[src/xee_pkg.sv]
// Shared types, constants and helper functions for the XML entity escaper.
`default_nettype none

package xee_pkg;

	localparam int LOOKAHEAD = 5;
	localparam int WIN_DEPTH = LOOKAHEAD + 1;

	localparam logic [7:0] CH_LT   = 8'h3C;
	localparam logic [7:0] CH_GT   = 8'h3E;
	localparam logic [7:0] CH_AMP  = 8'h26;
	localparam logic [7:0] CH_APOS = 8'h27;
	localparam logic [7:0] CH_QUOT = 8'h22;

	typedef enum logic [2:0] {
		K_PLAIN = 3'd0,
		K_LT    = 3'd1,
		K_GT    = 3'd2,
		K_AMP   = 3'd3,
		K_APOS  = 3'd4,
		K_QUOT  = 3'd5
	} xee_kind_t;

	typedef struct packed {
		xee_kind_t  kind;
		logic [7:0] data;
		logic       last;
	} xee_item_t;

	typedef logic [LOOKAHEAD-1:0][7:0] xee_follow_t;

	// True when the bytes after an ampersand start one of the five entity tails.
	function automatic logic is_entity(input xee_follow_t f, input logic [2:0] avail);
		logic m_lt, m_gt, m_amp, m_apos, m_quot;
		m_lt   = (avail >= 3'd3) && f[0] == "l" && f[1] == "t" && f[2] == ";";
		m_gt   = (avail >= 3'd3) && f[0] == "g" && f[1] == "t" && f[2] == ";";
		m_amp  = (avail >= 3'd4) && f[0] == "a" && f[1] == "m" && f[2] == "p"
			&& f[3] == ";";
		m_apos = (avail >= 3'd5) && f[0] == "a" && f[1] == "p" && f[2] == "o"
			&& f[3] == "s" && f[4] == ";";
		m_quot = (avail >= 3'd5) && f[0] == "q" && f[1] == "u" && f[2] == "o"
			&& f[3] == "t" && f[4] == ";";
		return m_lt | m_gt | m_amp | m_apos | m_quot;
	endfunction

	function automatic xee_kind_t classify(input logic [7:0] b, input xee_follow_t f,
			input logic [2:0] avail);
		xee_kind_t k;
		unique case (b)
			CH_LT:   k = K_LT;
			CH_GT:   k = K_GT;
			CH_APOS: k = K_APOS;
			CH_QUOT: k = K_QUOT;
			CH_AMP:  k = is_entity(f, avail) ? K_PLAIN : K_AMP;
			default: k = K_PLAIN;
		endcase
		return k;
	endfunction

	function automatic logic [2:0] kind_len(input xee_kind_t k);
		logic [2:0] n;
		unique case (k) inside
			K_LT, K_GT:     n = 3'd4;
			K_AMP:          n = 3'd5;
			K_APOS, K_QUOT: n = 3'd6;
			default:        n = 3'd1;
		endcase
		return n;
	endfunction

	// Byte number idx of the expansion of one classified character.
	function automatic logic [7:0] kind_char(input xee_kind_t k, input logic [2:0] idx,
			input logic [7:0] data);
		logic [5:0][7:0] s;
		unique case (k)
			K_LT:    s = {"&lt;", 16'h0000};
			K_GT:    s = {"&gt;", 16'h0000};
			K_AMP:   s = {"&amp;", 8'h00};
			K_APOS:  s = "&apos;";
			K_QUOT:  s = "&quot;";
			default: s = {data, 40'h0};
		endcase
		return s[3'd5 - idx];
	endfunction

endpackage

`default_nettype wire

[src/xee_front.sv]
// Front end: lookahead window that classifies each input character.
`default_nettype none

module xee_front
	import xee_pkg::*;
(
	input  wire logic      clk,
	input  wire logic      arst_n,
	input  wire logic      in_valid,
	output logic           in_ready,
	input  wire logic [7:0] in_byte,
	input  wire logic      in_last,
	output logic           push,
	output xee_item_t      push_item,
	input  wire logic      q_full
);

	logic [7:0] win_q [WIN_DEPTH];
	logic [2:0] cnt_q;
	logic       flush_q;
	logic       accept, push_steady, push_flush;
	xee_follow_t follow_steady, follow_flush;

	always_comb begin
		for (int i = 0; i < LOOKAHEAD - 1; i++) begin
			follow_steady[i] = win_q[i+1];
		end
		follow_steady[LOOKAHEAD-1] = in_byte;
		for (int i = 0; i < LOOKAHEAD; i++) begin
			follow_flush[i] = win_q[i+1];
		end
	end

	assign in_ready = !flush_q && (cnt_q != 3'(LOOKAHEAD) || !q_full);
	assign accept = in_valid && in_ready;
	assign push_steady = accept && !in_last && cnt_q == 3'(LOOKAHEAD);
	assign push_flush = flush_q && cnt_q != 3'd0 && !q_full;
	assign push = push_steady || push_flush;

	always_comb begin
		if (flush_q) begin
			push_item.kind = classify(win_q[0], follow_flush, cnt_q - 3'd1);
			push_item.last = (cnt_q == 3'd1);
		end else begin
			push_item.kind = classify(win_q[0], follow_steady, 3'(LOOKAHEAD));
			push_item.last = 1'b0;
		end
		push_item.data = win_q[0];
	end

	// The window holds no reset; the count says which entries are live.
	always_ff @(posedge clk) begin
		if (push_flush || push_steady) begin
			for (int i = 0; i < LOOKAHEAD - 1; i++) begin
				win_q[i] <= win_q[i+1];
			end
			win_q[LOOKAHEAD-1] <= push_steady ? in_byte : win_q[LOOKAHEAD];
		end else if (accept) begin
			win_q[cnt_q] <= in_byte;
		end
	end

	always_ff @(posedge clk or negedge arst_n) begin
		if (!arst_n) begin
			cnt_q   <= 3'd0;
			flush_q <= 1'b0;
		end else if (push_flush) begin
			cnt_q <= cnt_q - 3'd1;
			if (cnt_q == 3'd1) begin
				flush_q <= 1'b0;
			end
		end else if (accept && !push_steady) begin
			cnt_q <= cnt_q + 3'd1;
			if (in_last) begin
				flush_q <= 1'b1;
			end
		end
	end

endmodule

`default_nettype wire

[src/xee_fifo.sv]
// Small queue of classified characters between the front and back ends.
`default_nettype none

module xee_fifo
	import xee_pkg::*;
#(
	parameter int DEPTH = 4
) (
	input  wire logic      clk,
	input  wire logic      arst_n,
	input  wire logic      push,
	input  wire xee_item_t push_item,
	output logic           full,
	input  wire logic      pop,
	output xee_item_t      head,
	output logic           not_empty
);

	localparam int PW = (DEPTH > 1) ? $clog2(DEPTH) : 1;
	localparam int CW = $clog2(DEPTH + 1);

	xee_item_t      mem_q [DEPTH];
	logic [PW-1:0]  wr_q, rd_q;
	logic [CW-1:0]  cnt_q;
	logic           do_push, do_pop;

	assign full      = (cnt_q == CW'(DEPTH));
	assign not_empty = (cnt_q != '0);
	assign do_push   = push && !full;
	assign do_pop    = pop && not_empty;
	assign head      = mem_q[rd_q];

	always_ff @(posedge clk) begin
		if (do_push) begin
			mem_q[wr_q] <= push_item;
		end
	end

	always_ff @(posedge clk or negedge arst_n) begin
		if (!arst_n) begin
			wr_q  <= '0;
			rd_q  <= '0;
			cnt_q <= '0;
		end else begin
			if (do_push) begin
				wr_q <= (wr_q == PW'(DEPTH - 1)) ? '0 : wr_q + 1'b1;
			end
			if (do_pop) begin
				rd_q <= (rd_q == PW'(DEPTH - 1)) ? '0 : rd_q + 1'b1;
			end
			if (do_push && !do_pop) begin
				cnt_q <= cnt_q + 1'b1;
			end else if (do_pop && !do_push) begin
				cnt_q <= cnt_q - 1'b1;
			end
		end
	end

endmodule

`default_nettype wire

[src/xee_back.sv]
// Back end: expands each classified character into its output bytes.
`default_nettype none

module xee_back
	import xee_pkg::*;
(
	input  wire logic      clk,
	input  wire logic      arst_n,
	input  wire xee_item_t head,
	input  wire logic      q_valid,
	output logic           pop,
	output logic           out_valid,
	input  wire logic      out_ready,
	output logic [7:0]     out_byte,
	output logic           out_last
);

	logic [2:0] idx_q;
	logic       valid_q;
	logic [7:0] byte_q;
	logic       last_q;
	logic       emit, at_end;

	assign emit   = q_valid && (!valid_q || out_ready);
	assign at_end = (idx_q == kind_len(head.kind) - 3'd1);
	assign pop    = emit && at_end;

	assign out_valid = valid_q;
	assign out_byte  = byte_q;
	assign out_last  = last_q;

	always_ff @(posedge clk) begin
		if (emit) begin
			byte_q <= kind_char(head.kind, idx_q, head.data);
			last_q <= head.last && at_end;
		end
	end

	always_ff @(posedge clk or negedge arst_n) begin
		if (!arst_n) begin
			idx_q   <= 3'd0;
			valid_q <= 1'b0;
		end else begin
			if (emit) begin
				valid_q <= 1'b1;
				idx_q   <= at_end ? 3'd0 : idx_q + 3'd1;
			end else if (out_ready) begin
				valid_q <= 1'b0;
			end
		end
	end

endmodule

`default_nettype wire

[src/xml_entity_escaper_top.sv]
// Top level of the streaming XML entity escaper.
`default_nettype none

// Streams a string one byte per beat and emits its XML-escaped form one byte per
// beat, with out_last on the final byte of each string. Each input character is
// held in a five-byte lookahead window until five later characters arrive or the
// string ends, so results lag the input by five characters; an input beat is
// taken every cycle while the window slides, unless the queue is full. After the
// beat with in_last the input stalls while the held characters drain into the
// queue. The output runs at one byte per cycle while out_ready is high, so a
// character that expands into an entity of up to six bytes holds the input back
// through the queue only when the expansions outpace it.

module xml_entity_escaper_top
	import xee_pkg::*;
#(
	parameter int QUEUE_DEPTH = 4
) (
	input  wire logic       clk,
	input  wire logic       arst_n,
	input  wire logic       in_valid,
	output logic            in_ready,
	input  wire logic [7:0] in_byte,
	input  wire logic       in_last,
	output logic            out_valid,
	input  wire logic       out_ready,
	output logic [7:0]      out_byte,
	output logic            out_last
);

	logic      push, q_full, pop, q_valid;
	xee_item_t push_item, head;

	xee_front u_front (
		.clk       (clk),
		.arst_n    (arst_n),
		.in_valid  (in_valid),
		.in_ready  (in_ready),
		.in_byte   (in_byte),
		.in_last   (in_last),
		.push      (push),
		.push_item (push_item),
		.q_full    (q_full)
	);

	xee_fifo #(
		.DEPTH (QUEUE_DEPTH)
	) u_fifo (
		.clk       (clk),
		.arst_n    (arst_n),
		.push      (push),
		.push_item (push_item),
		.full      (q_full),
		.pop       (pop),
		.head      (head),
		.not_empty (q_valid)
	);

	xee_back u_back (
		.clk       (clk),
		.arst_n    (arst_n),
		.head      (head),
		.q_valid   (q_valid),
		.pop       (pop),
		.out_valid (out_valid),
		.out_ready (out_ready),
		.out_byte  (out_byte),
		.out_last  (out_last)
	);

endmodule

`default_nettype wire
[config.mk]
export PLATFORM = sky130hd
export DESIGN_NAME = xml_entity_escaper_top
export DESIGN_NICKNAME = d
export VERILOG_FILES = /design/src/xee_pkg.sv /design/src/xee_front.sv /design/src/xee_fifo.sv /design/src/xee_back.sv /design/src/xml_entity_escaper_top.sv
export SDC_FILE = /design/constraint.sdc
export NUM_CORES = 1
export LEC_CHECK = 0
export ABC_AREA = 0
export BUFFER_PORTS_ARGS = -buffer_cell sky130_fd_sc_hd__buf_2
export CAP_MARGIN = 5
export CORE_ASPECT_RATIO = 0.8
export CORE_UTILIZATION = 37
export CTS_CLUSTER_SIZE = 14
export DETAILED_ROUTE_END_ITERATION = 12
export MAX_ROUTING_LAYER = met4
export PLACE_DENSITY_LB_ADDON = 0.1
export SLEW_MARGIN = 20
export SYNTH_ARGS = -nofsm -noshare
export SYNTH_HDL_FRONTEND = slang
export SYNTH_HIERARCHICAL = 1
export SYNTH_SLANG_ARGS = --single-unit
export TNS_END_PERCENT = 5
[constraint.sdc]
create_clock -name clk -period 5.6 [get_ports clk]
set_input_delay 0.56 -clock clk [delete_from_list [all_inputs] [get_ports clk]]
set_output_delay 0.56 -clock clk [all_outputs]
set_load 0.05 [all_outputs]
Word-level counts from Yosys, hierarchy flattened --
Memory sizes are Yosys's and may differ from the RTL's. Cells that the tools add are included.
Storage, ports and cells: memory bits (writable) 96, register bits 24, memories 2
Memory list:
- u_fifo.mem_q | depth 4, width 12, rd ports 1, clocked after Yosys merged registers in 0, write ports 1, line xee_fifo.sv:22 | xee_item_t mem_q [DEPTH];
- u_front.win_q | depth 6, width 8, rd ports 6, clocked after Yosys merged registers in 0, write ports 5, line xee_front.sv:18 | logic [7:0] win_q [WIN_DEPTH];
Cells by class: bitwise gates (word level) 8, mux-type cells 35, add/sub/neg operators 9, order comparisons 4, reduce and logical (&&, ||, !) cells 69, eq/ne operators 34
Operator list (number):
- one-hot mux 48 bit (5 select lines) | 1
- equality test 8 x 7 -> 1 bit, second input constant | 12
- equality test 8 x 6 -> 1 bit, second input constant | 9
- logical AND 1 bit | 49
- two-way mux 48 bit | 1
- one-hot mux 3 bit (5 select lines) | 2
- binary-select mux 8 bit (select 3 bit) | 1
- two-way mux 8 bit | 3
- two-way mux 3 bit | 7
- two-way mux 1 bit | 15
- equality test 3 bit, second input constant | 4
- adder 3 x 1 -> 3 bit, second input constant | 3
- one-hot mux 3 bit (3 select lines) | 1
- subtractor 3 x 1 -> 3 bit, second input constant | 3
- two-way mux 2 bit | 4
- OR 1 bit | 8
- nonzero test 2 bit | 4
- OR reduction 8 bit | 1
- zero test 1 bit | 7
- equality test 3 x 1 -> 1 bit, second input constant | 2
- equality test 3 x 2 -> 1 bit, second input constant | 2
- greater-or-equal comparator 3 bit, second input constant | 2
- nonzero test 3 bit | 2
- adder 2 x 1 -> 2 bit, second input constant | 2
- other kinds (10) | 14

Logic depth before layout (Yosys ltp) --
depth in word-level cells 13, mapped depth 15, gate-level depth less buffers 13

Modules after synthesis --
Netlist, hierarchy kept.
Modules (own cells, without submodules):
- xee_front | times used 1, cells each 201, area each 2803.9 sq um
- xee_fifo | times used 1, cells each 100, area each 2198.4 sq um
- xee_back | times used 1, cells each 120, area each 1058.5 sq um

Worst setup path after synthesis --
Ideal clock, no wire load.
path kind reg2reg, start register u_front.cnt_q[1], end register u_fifo.cnt_q[2], period minus slack after synthesis 3.704 ns, data arrival time 3.625 ns, setup slack 1.896 ns, required time 5.521 ns, setup time 0.079 ns, cell stages (with the launch flop) 15, path buffers 1, path through dfrtp_1 > clkbuf_1 > inv_1 > ha_1 > a31oi_1 > and4bb_2 > nor2_1 > inv_1 > nor2b_2 > ha_1 > inv_1 > fa_1 > xor2_1 > nor2_1 > xor2_1
Between the ends: word-level cells in the longest chain between the ends 11, elaborated cells on any way between the ends 17, those cells by class 2 x eq/ne; 1 x mux; 14 x reduce/logical
Ends and longest elaborated chain:
- start, declared | line xee_front.sv:19 | logic [2:0] cnt_q;
- start signal, assigned | line xee_front.sv:68 | cnt_q <= cnt_q - 3'd1;
- start signal, assigned | line xee_front.sv:73 | cnt_q <= cnt_q + 3'd1;
- != test 3 bit * | line xee_front.sv:34 | assign in_ready = !flush_q && (cnt_q != 3'(LOOKAHEAD) || !q_full);
- logical OR 1 bit * | line xee_front.sv:34
- logical AND 1 bit * | line xee_front.sv:34
- named net in_ready | line xml_entity_escaper_top.sv:22 | output logic in_ready,
- logical AND 1 bit * | line xee_front.sv:35 | assign accept = in_valid && in_ready;
- logical AND 1 bit * (2 in a row) | line xee_front.sv:36 | assign push_steady = accept && !in_last && cnt_q == 3'(LOOKAHEAD);
- logical OR 1 bit * | line xee_front.sv:38 | assign push = push_steady || push_flush;
- named net push | line xml_entity_escaper_top.sv:31 | logic push, q_full, pop, q_valid;
- logical AND 1 bit * | line xee_fifo.sv:29 | assign do_push = push && !full;
- named net u_fifo.do_push | line xee_fifo.sv:25 | logic do_push, do_pop;
- zero test 1 bit | line xee_fifo.sv:53 | end else if (do_pop && !do_push) begin
- logical AND 1 bit | line xee_fifo.sv:53
- nonzero test 2 bit (no source line)
- end signal, assigned | line xee_fifo.sv:52 | cnt_q <= cnt_q + 1'b1;
- end signal, assigned | line xee_fifo.sv:54 | cnt_q <= cnt_q - 1'b1;
- end, declared | line xee_fifo.sv:24 | logic [CW-1:0] cnt_q;
The timed path passes the listed nets; every way through them passes the cells marked *. A chain may end at the register's enable or synchronous reset.

==> impl_metrics.yaml <==
yosys:
  syn_area_per_cell_um2: 14.4
  synth_top_family_by_area: "multiplexers"
  synth-edff-count: 105
  synth_compound_area_share_pct: 7.56
  synthTopCellsByCount: "edfxtp_1, mux2_2, nor2_1, nand2_1, dfrtp_1"
  synth_top_cell_by_area: "edfxtp_1"
  synth_most_common_cell: "edfxtp_1"
  synth_area_um2: 6060
  yosysWarnings: 6
  ys_ff_latch: 120
  synthXorXnorAreaFrac_pct: 1.16
  synth_area_leaders: "edfxtp_1, mux2_2, dfrtp_1"
  async_flop_share_pct: 12.5
  synthCells: 421
  synth_adder_area_share_pct: 2.81
  ys_seq_area_share_pct: 58.2
  synth_flop_cell: "edfxtp_1"
  synth_fp_nets: 447
  synth_cell_types: 78
  yosysTopAreaCellShare_pct: 52.0
  synth_mux_area_share_pct: 13.8
  yosys.area_share.simple_pct: 13.6
cts:
  clock_latency_ps: 420
  root_buffer: "clkbuf_16"
  htreeDepth: 4
  post_cts_resized: 0
  clock-sinks: 120
  clkTransAtPathRegs_ps: 60
  clockBufferDepth: 2
  post_cts_buffers: 0
  cts_tree: "built"
  cts_buffers: 17
  hold_buffers: 0
power:
  p_per_area_nw_per_um2: 308
  p_leak_uw: 0.00250
  ir_drop_mv: 0.181
sta:
  tightest_slew_ps: 839
  whs_ps: 48.7
  final.period_utilization_pct: 65.9
  slew_viol_final: 0
  rsz0062_at_grt: "false"
  final.setup.tns_ps: 0
  fin_worst_skew_ps: 7.37
  setup_slack_ps: 1910
  hold_violations: 0
  slew-limit-headroom_pct: 44.1
  fmax_mhz: 271
  fin_crit_ps: 3690
  setup-violations-final: 0
setup_path:
  cp_top_family: "multiplexers"
  critical_path_buf_inv_count: 1
  ff2ff_path_depth: 9
  endpoint: "u_fifo/cnt_q[1]"
  path_max_fanout: 18
  startpoint: "u_fifo/rd_q[0]"
  cp.required_ps: 5900
  critPathCaptureType: "register"
  path_cells: "mux4_2 -> xnor2_1 -> or3_4 -> a31oi_1 -> nand2_4 -> ha_1 -> inv_1 -> fa_1 -> mux2_2"
  reg2reg_to: "u_fifo/cnt_q[1]"
  critical_path_depth: 9
  cpMaxStageDelayCell: "dfrtp_1"
  r2r_slack_ps: 1910
  worstReg2RegStart: "u_fifo/rd_q[0]"
  critPathArrivalTime_ps: 3990
  cp-start-kind: "register"
  max_stage_delay_ps: 890
  crit_type: "register to register"
cells_and_area:
  num_antenna_cells: 0
  area_growth_pct: 15.2
  fin_nets: 474
  instances_no_fill: 676
  drive_gt1_share_pct: 30.6
routing:
  wirelength_mm: 12.8
  wire_per_inst_um: 19.0
  vias: 3616
  viasPerCell: 5.35
  drtIter0Drc: 264
  drc_errors: 0
  ant_nets: 0
  drt-pass1-iter-count: 4
outcome:
  status: "finished, final reports clean"
floorplan:
  fp.dieArea_um2: 16900
  die_w_um: 145
  start_util_pct: 38.1
  core_um2: 15900
  io_pins: 24
  num_rows: 41
  die_y_um: 116
global_route:
  gr-total-overflow: 0
  grt_first_pass_wirelength_mm: 20.4
  grt_use_total_pct: 16.8
  grt_pass1_vias: 3515
  antenna_found_initial: 0
  grt_start_max_net_pins: 24
placement:
  portBuffers: 23
  hpwl_mm: 8.88
  placed_cells: 644
  routabilityCongestion: 0.842
  pre_cts_slack_ps: 1830
min_path:
  min_path_type: "primary input to asynchronous set/reset pin"
flow_run:
  drv_cap: 0
==> where the power goes <==
group          internal, uW  switching (uW)  total, uW
registers               961               0        961
clock network           753             420       1170
logic                  4.32            10.6       14.9
==> worst reg2reg max path, stage by stage, from the launching register on <==
cell     delay, ps
dfrtp_1        890
mux4_2         790
xnor2_1        200
or3_4          360
a31oi_1        290
nand2_4        100
ha_1           220
inv_1           70
fa_1           400
mux2_2         260
==> final cells by class <==
class | instances | area (um2)
repair buffers | 26 | 138
clock buffers | 17 | 425
fillers | 1436 | 8920
clock inverters | 15 | 213
inverters | 15 | 56.3
flip-flops and latches | 120 | 3530
multi-input cells | 268 | 2350
well taps | 215 | 269
==> cell usage in the layout, fill, tap and decap left out, types with 14 or more instances in the layout <==
cell       instances
dfrtp_1           15
nand2_1           19
edfxtp_1         105
nor2_1            21
buf_2             23
clkbuf_16         17
mux2_2            35
inv_1             14
==> metrics by stage <==
stage	cell area [um2]	util, %	total power [uW]
finish	6980	43.9	2150
global route	6980	43.9	2220
CTS	6980	43.9	2180
detailed placement	6350	39.9	994
global placement	6350	39.9	994
floorplan	6060	-	981
==> kinds of logic (layout without fill, tap and decap cells) <==
logic type	after synthesis	after routing
AO/OA/AOI/OAI	62	62
XOR/XNOR	8	8
adder cells (fa/ha/maj)	13	13
buffers and inverters	33	73
flip-flops	120	120
multiplexers	59	59
AND/OR/NAND/NOR	126	126
==> worst min-delay path by stage <==
stage               slack, ps          endpoint  cells after the start
floorplan                 260   u_back/idx_q[0]                      0
CTS                        50   u_front/flush_q                      1
finish                     50  u_front/cnt_q[2]                      1
detailed placement        500  u_front/cnt_q[2]                      1
global placement          490   u_fifo/cnt_q[2]                      1
global route               60  u_front/cnt_q[0]                      1
==> layer usage <==
| layer | vias up | global-route usage, % | share of wire [%] |
|---|---|---|---|
| li1 | 1697 | - | - |
| met5 | - | - | 0 |
| met2 | 108 | 22.5 | 41 |
| met3 | 12 | 4.69 | 5.4 |
| met4 | 0 | 5.68 | 0.97 |
| met1 | 1799 | 24.2 | 52 |
==> flip-flops by register name, summed over array words and instances, names as in the netlist <==
name and count:
u_back/idx_q 3, u_back/out_byte 8, u_back/out_last 1, u_back/out_valid 1, u_fifo/cnt_q 3, u_fifo/mem_q 48, u_fifo/rd_q 2, u_fifo/wr_q 2
u_front/cnt_q 3, u_front/flush_q 1, u_front/win_q 48
Power figures use the tool's default switching activity.
